File: src/design/isf_pkg.sv
// shared types and constants of the informative site filter
`timescale 1ns / 1ps

package isf_pkg;

    // store geometry
    localparam int SITES   = 4096;
    localparam int ADDR_W  = (SITES > 1) ? $clog2(SITES) : 1;
    localparam int SITE_W  = 12;
    localparam int CHAR_W  = 8;
    localparam int CNT_W   = 2;
    localparam int LANES   = 4;
    localparam int LANE_W  = 2;
    localparam int WORD_W  = CNT_W * LANES;
    localparam int KINDS_W = 3;

    // a counter at this level means the base occurs at least twice
    localparam logic [CNT_W-1:0] SAT_LEVEL = 2'd2;

    // bases needed at saturation for an informative site
    localparam logic [KINDS_W-1:0] KEEP_MIN = 3'd2;

    // result queue
    localparam int OQ_DEPTH = 2;
    localparam int OQ_PTR_W = 1;
    localparam int OQ_CNT_W = 2;

    // nucleotide characters
    localparam logic [CHAR_W-1:0] CHAR_A_UP = 8'h41;
    localparam logic [CHAR_W-1:0] CHAR_C_UP = 8'h43;
    localparam logic [CHAR_W-1:0] CHAR_G_UP = 8'h47;
    localparam logic [CHAR_W-1:0] CHAR_T_UP = 8'h54;
    localparam logic [CHAR_W-1:0] CHAR_A_LO = 8'h61;
    localparam logic [CHAR_W-1:0] CHAR_C_LO = 8'h63;
    localparam logic [CHAR_W-1:0] CHAR_G_LO = 8'h67;
    localparam logic [CHAR_W-1:0] CHAR_T_LO = 8'h74;

    // lanes within one store word
    localparam logic [LANE_W-1:0] LANE_A = 2'd0;
    localparam logic [LANE_W-1:0] LANE_C = 2'd1;
    localparam logic [LANE_W-1:0] LANE_G = 2'd2;
    localparam logic [LANE_W-1:0] LANE_T = 2'd3;

    typedef enum logic {
        OP_COUNT    = 1'b0,
        OP_CLASSIFY = 1'b1
    } opcode_t;

    typedef struct packed {
        logic                keep;
        logic [KINDS_W-1:0]  kinds;
    } result_t;

endpackage

File: src/design/isf_outq.sv
// small result queue between the store pipeline and the output channel
`timescale 1ns / 1ps

module isf_outq (
    input  logic                clk,
    input  logic                rst_n,
    input  logic                push,
    input  isf_pkg::result_t    push_data,
    input  logic                pend,
    output logic                room,
    output logic                out_valid,
    input  logic                out_ready,
    output isf_pkg::result_t    out_data
);

    isf_pkg::result_t               entry_reg [isf_pkg::OQ_DEPTH];
    logic [isf_pkg::OQ_PTR_W-1:0]   wr_ptr_reg;
    logic [isf_pkg::OQ_PTR_W-1:0]   rd_ptr_reg;
    logic [isf_pkg::OQ_CNT_W-1:0]   cnt_reg;
    logic [isf_pkg::OQ_CNT_W-1:0]   cnt_next;
    logic [isf_pkg::OQ_CNT_W-1:0]   occ;
    logic                           pop;

    assign out_valid = (cnt_reg != '0);
    assign out_data  = entry_reg[rd_ptr_reg];
    assign pop       = out_valid && out_ready;

    // slots already promised: stored entries plus a classify still in flight
    assign occ  = cnt_reg + isf_pkg::OQ_CNT_W'(pend);
    assign room = (occ < isf_pkg::OQ_CNT_W'(isf_pkg::OQ_DEPTH))
                  || ((occ == isf_pkg::OQ_CNT_W'(isf_pkg::OQ_DEPTH)) && pop);

    always_comb
    begin
        cnt_next = cnt_reg;
        if (push && !pop)
        begin
            cnt_next = cnt_reg + 1'b1;
        end
        else if (!push && pop)
        begin
            cnt_next = cnt_reg - 1'b1;
        end
    end

    // pointers and fill level
    always_ff @(posedge clk or negedge rst_n)
    begin
        if (!rst_n)
        begin
            wr_ptr_reg <= '0;
            rd_ptr_reg <= '0;
            cnt_reg    <= '0;
        end
        else
        begin
            if (push)
            begin
                wr_ptr_reg <= wr_ptr_reg + 1'b1;
            end
            if (pop)
            begin
                rd_ptr_reg <= rd_ptr_reg + 1'b1;
            end
            cnt_reg <= cnt_next;
        end
    end

    // entry storage
    always_ff @(posedge clk)
    begin
        if (push)
        begin
            entry_reg[wr_ptr_reg] <= push_data;
        end
    end

endmodule

File: config.mk
export PLATFORM = sky130hd
export DESIGN_NAME = isf_outq
export DESIGN_NICKNAME = d
export VERILOG_FILES = /design/src/design/isf_pkg.sv /design/src/design/isf_outq.sv
export SDC_FILE = /design/constraint.sdc
export NUM_CORES = 1
export LEC_CHECK = 0
export ABC_AREA = 1
export BUFFER_PORTS_ARGS = -buffer_cell sky130_fd_sc_hd__buf_4
export CAP_MARGIN = 30
export CELL_PAD_IN_SITES_DETAIL_PLACEMENT = 2
export CELL_PAD_IN_SITES_GLOBAL_PLACEMENT = 2
export CORE_MARGIN = 3
export CORE_UTILIZATION = 31
export DETAILED_ROUTE_END_ITERATION = 10
export GPL_TIMING_DRIVEN = 0
export PLACE_DENSITY_LB_ADDON = 0.1
export SLEW_MARGIN = 10
export SYNTH_ARGS = -nofsm -noshare
export SYNTH_HDL_FRONTEND = slang
export SYNTH_SLANG_ARGS = --single-unit
File: constraint.sdc
create_clock -name clk -period 2.1 [get_ports clk]
set_clock_uncertainty 0.15 [all_clocks]
set_input_delay 0.105 -clock clk [delete_from_list [all_inputs] [get_ports clk]]
set_output_delay 0.105 -clock clk [all_outputs]
set_load 0.03 [all_outputs]
After elaboration in Yosys (flattened, before gate mapping)
Memories as Yosys holds them, arrays and structs flattened.
Cells that the tools add are included.
{"block": "word_totals", "word_cells": 24, "rom_bits": 0, "ff_bits": 4, "input_bits": 9, "output_inout_bits": 6, "mem_count": 1, "latch_bits": 0, "mem_bits_rw": 8}
{"block": "op_classes", "magnitude_cmp": 1, "bitwise": 0, "mul": 0, "shift": 0, "n_eq_ne": 1, "n_reduce_logical": 9, "div": 0, "add_sub_neg": 5, "muxes": 4}
{"memory": "entry_reg", "depth": 2, "word_bits": 4, "rd": 1, "rd_clocked_by_memory_dff": 0, "wr": 1, "line": "isf_outq.sv:16", "text": "isf_pkg::result_t entry_reg [isf_pkg::OQ_DEPTH];"}
{"cell": "$logic_and 1x1->1", "count": 4}
{"cell": "$mux 2", "count": 2}
{"cell": "$reduce_bool 2->1", "count": 2}
{"cell": "$add 1x1->1 const B", "count": 2}
{"cell": "$add 2x1->2", "count": 1}
{"cell": "$add 2x1->2 const B", "count": 1}
{"cell": "$eq 2x2->1 const B", "count": 1}
{"cell": "$logic_not 1->1", "count": 2}
{"cell": "$lt 2x2->1 const B", "count": 1}
{"cell": "$mux 1", "count": 2}
{"cell": "$sub 2x1->2 const B", "count": 1}
{"cell": "$logic_or 1x1->1", "count": 1}

Logic depth before layout (Yosys ltp)
{"block": "logic_depth", "ltp_word": 5, "depth_mapped": 9, "mapped_depth_nobuf": 9}

Least setup slack after synthesis
Ideal clock, no wire load.
{"block": "synth_timing", "kind": "reg-to-reg", "start": "register cnt_reg[0] (netlist bit)", "end": "register cnt_reg[1] (netlist bit)", "path_stages_with_launch": 9, "setup_ns": 0.117, "required_time_ns": 1.833, "arrival_time_ns": 1.225, "period_less_slack_ns": 1.492, "path_slack_ns": 0.608, "path_buffers": 0, "path_cell_list": "dfrtp_1 -> inv_2 -> nand2_2 -> nand2_2 -> ha_1 -> inv_1 -> nand3_1 -> nand2_1 -> nand2_1"}
{"block": "synth_via", "elab_chain_cells": 5, "elab_cells_between_ends": 10, "classes_between": "add/sub (2); mux (2); reduce/logical (6)"}
{"element": "start: declaration", "line": "isf_outq.sv:19", "text": "logic [isf_pkg::OQ_CNT_W-1:0] cnt_reg;"}
{"element": "start signal: assignment", "line": "isf_outq.sv:65", "text": "cnt_reg <= cnt_next;"}
{"element": "$reduce_bool 2->1 (*)", "line": "isf_outq.sv:24", "text": "assign out_valid = (cnt_reg != '0);"}
{"element": "named net out_valid", "line": "isf_outq.sv:11", "text": "output logic out_valid,"}
{"element": "$logic_and 1x1->1 (*)", "line": "isf_outq.sv:26", "text": "assign pop = out_valid && out_ready;"}
{"element": "$logic_not 1->1", "line": "isf_outq.sv:36", "text": "if (push && !pop)"}
{"element": "$logic_and 1x1->1", "line": "isf_outq.sv:36"}
{"element": "$mux 2 or $reduce_bool 2->1 (tied branches)"}
The timed path passes the listed nets; every way through them passes the cells marked *. The select of a mux whose other input is x is not followed.
A chain may end at the register's enable or synchronous reset.

Worst setup path in the final report
{"block": "layout_timing", "start": "register cnt_reg[0] (netlist bit)", "end": "output room"}
{"block": "layout_via", "elab_chain_cells": 4, "elab_cells_between_ends": 7, "classes_between": "add/sub (1); order compare (1); eq/ne (1); reduce/logical (4)"}
{"element": "$add 2x1->2 or $reduce_bool 2->1 (tied branches)", "line": "isf_outq.sv:29, isf_outq.sv:24"}
{"element": "$eq 2x2->1 or $logic_and 1x1->1 (tied branches)", "line": "isf_outq.sv:31, isf_outq.sv:26"}
{"element": "$logic_and 1x1->1", "line": "isf_outq.sv:31", "text": "|| ((occ == isf_pkg::OQ_CNT_W'(isf_pkg::OQ_DEPTH)) && pop);"}
{"element": "$logic_or 1x1->1 (*)", "line": "isf_outq.sv:31"}
{"element": "end: declaration", "line": "isf_outq.sv:10", "text": "output logic room,"}
Every way passes the cells marked *; elsewhere a longest branch is shown, timed or not.

==> reports/results.tsv <==
metric	value	unit
outcome	finished, final reports clean	
minimum hold slack	19.7	ps
total power	1.03	mW
max-cap violations	0	
Worst Hold Class	input port to async pin	
Final period util	74.5	%
Worst VDD drop	0.546	mV
Sink Count	12	
reg-to-reg setup timing slack	590	ps
fin util	48.2	%
first-pass GRT wire length	1910	um
TNS Setup	0	ps
starting density of the core	34.0	%
NumNets Final	87	
vias in the first global route	401	
Finish-stage setup viols	0	
crit path DAT	1310	ps
Routed WL	1200	um
Wirelength per Cell	13.2	um
number of flip-flops in the largest register	8	
type of the worst setup path	register to output pin	
Worst EP required	1850	ps
total grt overflow	0	
DRT iter0 DRCs	5	
sequential fraction of the synthesis area	64.2	%
CP Capture Type	output pin	
post-DP HPWL	933	um
Slew headroom	75.7	%
crit start category	register	
CP Max Fanout	4	
Mapped Nets	61	
antenna fix cells	0	
RePlAce Congestion	0.636	
TritonCTS clock tree	yes	
I/O pin cnt	15	
clock buffer depth	2	
die area	0.00224	mm2
Post-CTS Setup Bufs	0	
drt pass-1 iters	4	
Tot GR Track Use	13.1	%
DR DRC count	0	
minimum clock period	1560	ps
Clock Pin Slew Worst Setup and Hold Paths	70	ps
final worst slack	535	ps
pwr dens	1380	mW/mm2
via count	416	
Reg-to-Reg End	cnt_reg[1]	
Hold Vio Cnt, Final	0	
yosys warns	0	
Chip Height	47.4	um
Area Growth Syn to Fin	41.7	%
Avg Inst Size Synth	10.6	um2
count of state elements after synthesis	12	
row count	14	
setup repair after global routing missed its margin	no	
via/cell ratio	4.57	
Register-to-Register Path Depth	8	
number of I/O port buffers	14	
later-pin clock latency in the skew report	260	ps
cell count after synthesis	50	
Leak	0.367	nW
Die W	47.4	um
Unique masters post-synth	13	
Layout fillers	157	
final antenna-violating net count	0	
Max Clk Rate	0.639	GHz
Root Driver	clkbuf_4	
RR Startpoint	cnt_reg[0]	
Pins Over Slew Limit	0	
pre-CTS setup slack	610	ps
CORE AREA	0.00156	mm2
largest net degree at the start of global routing	8	
H-tree depth	1	
worst slew pin tran	364	ps
layout cells sized above 1	28.0	%
initial antenna violation count	0	
total CTS buffers	3	
cell area after synthesis	531	um2
-- power breakdown --
| group | switching [mW] | total (mW) | internal (mW) |
|---|---|---|---|
| registers | 0.0581 | 0.387 | 0.329 |
| clock network | 0.0760 | 0.145 | 0.0687 |
| logic | 0.316 | 0.503 | 0.187 |
| total | 0.450 | 1.03 | 0.584 |
-- stage by stage --
step                      std cells  instance area (um2)
after floorplan                  50                  531
after global placement           80                  656
after detailed placement         80                  656
after CTS                        91                  752
after global routing             91                  752
final                            91                  752
-- Yosys cell counts --
cell type / n / area (um2)
dfrtp_1: 4 / 100
edfxtp_1: 8 / 240
ha_1: 2 / 25.0
inv_1: 6 / 22.5
inv_2: 1 / 3.75
nand2_1: 19 / 71.3
nand2_2: 2 / 12.5
nand3_1: 2 / 10.0
nand4_1: 1 / 6.26
nor2_1: 1 / 3.75
o21ai_2: 1 / 8.76
xnor2_1: 1 / 8.76
xor2_1: 2 / 17.5
-- repair_timing --
item / CTS / global route
gates resized for setup: 0 / 0
hold buffers: 7 / 0
hold endpoints to repair: 14 / 0
-- layout by cell type, fill, tap and decap left out --
cell           count
nor2_1             1
buf_4             14
clkbuf_4           3
dlygate4sd3_1      7
nand2_1           19
clkinv_1           1
edfxtp_1           8
xnor2_1            1
o21ai_2            1
ha_1               2
inv_2              1
dfrtp_1            4
nand4_1            1
nand3_1            2
xor2_1             2
inv_1              6
nand2_2            2
-- critical path, stage by stage (launching register included) --
cell and delay [ps]:
dfrtp_1 440, ha_1 210, xor2_1 160, o21ai_2 70, buf_4 160
-- worst max path at each step --
stage | start | to | slack [ps] | cells past startpoint
after detailed placement | cnt_reg[0] | cnt_reg[1] | 610 | 8
after CTS | cnt_reg[0] | room | 520 | 4
after global routing | cnt_reg[0] | room | 460 | 3
final | cnt_reg[0] | room | 540 | 4
after global placement | cnt_reg[0] | cnt_reg[1] | 620 | 8
after floorplan | cnt_reg[0] | cnt_reg[1] | 610 | 8
-- routing by layer --
metal / vias up / share of wire (%) / global-route usage [%]
met4: 0 / 0.58 / 8.29
met2: 6 / 49 / 19.0
met3: 2 / 3.7 / 2.30
li1: 208 / - / -
met5: - / 0 / 0
met1: 200 / 46 / 17.9
-- logic make-up (layout without fill, tap and decap cells) --
group / count (synthesis) / count (layout) / synth area share (%)
simple gates: 25 / 25 / 19.6
flops: 12 / 12 / 64.2
buf+inv: 7 / 32 / 4.95
xor+xnor: 3 / 3 / 4.95
fa+ha+maj: 2 / 2 / 4.72
compound gates: 1 / 1 / 1.65
-- layout make-up --
| type | count | area, um2 | share of cell area (%) |
|---|---|---|---|
| Clock buffer | 3 | 22.5 | 3.00 |
| Clock inverter | 1 | 3.75 | 0.499 |
| Inverter | 7 | 26.3 | 3.49 |
| Multi-Input combinational cell | 31 | 164 | 21.8 |
| Sequential cell | 12 | 340 | 45.3 |
| Tap cell | 16 | 20.0 | 2.66 |
| Timing Repair Buffer | 21 | 175 | 23.3 |
Note: power is estimated with default switching activity, not from simulation.
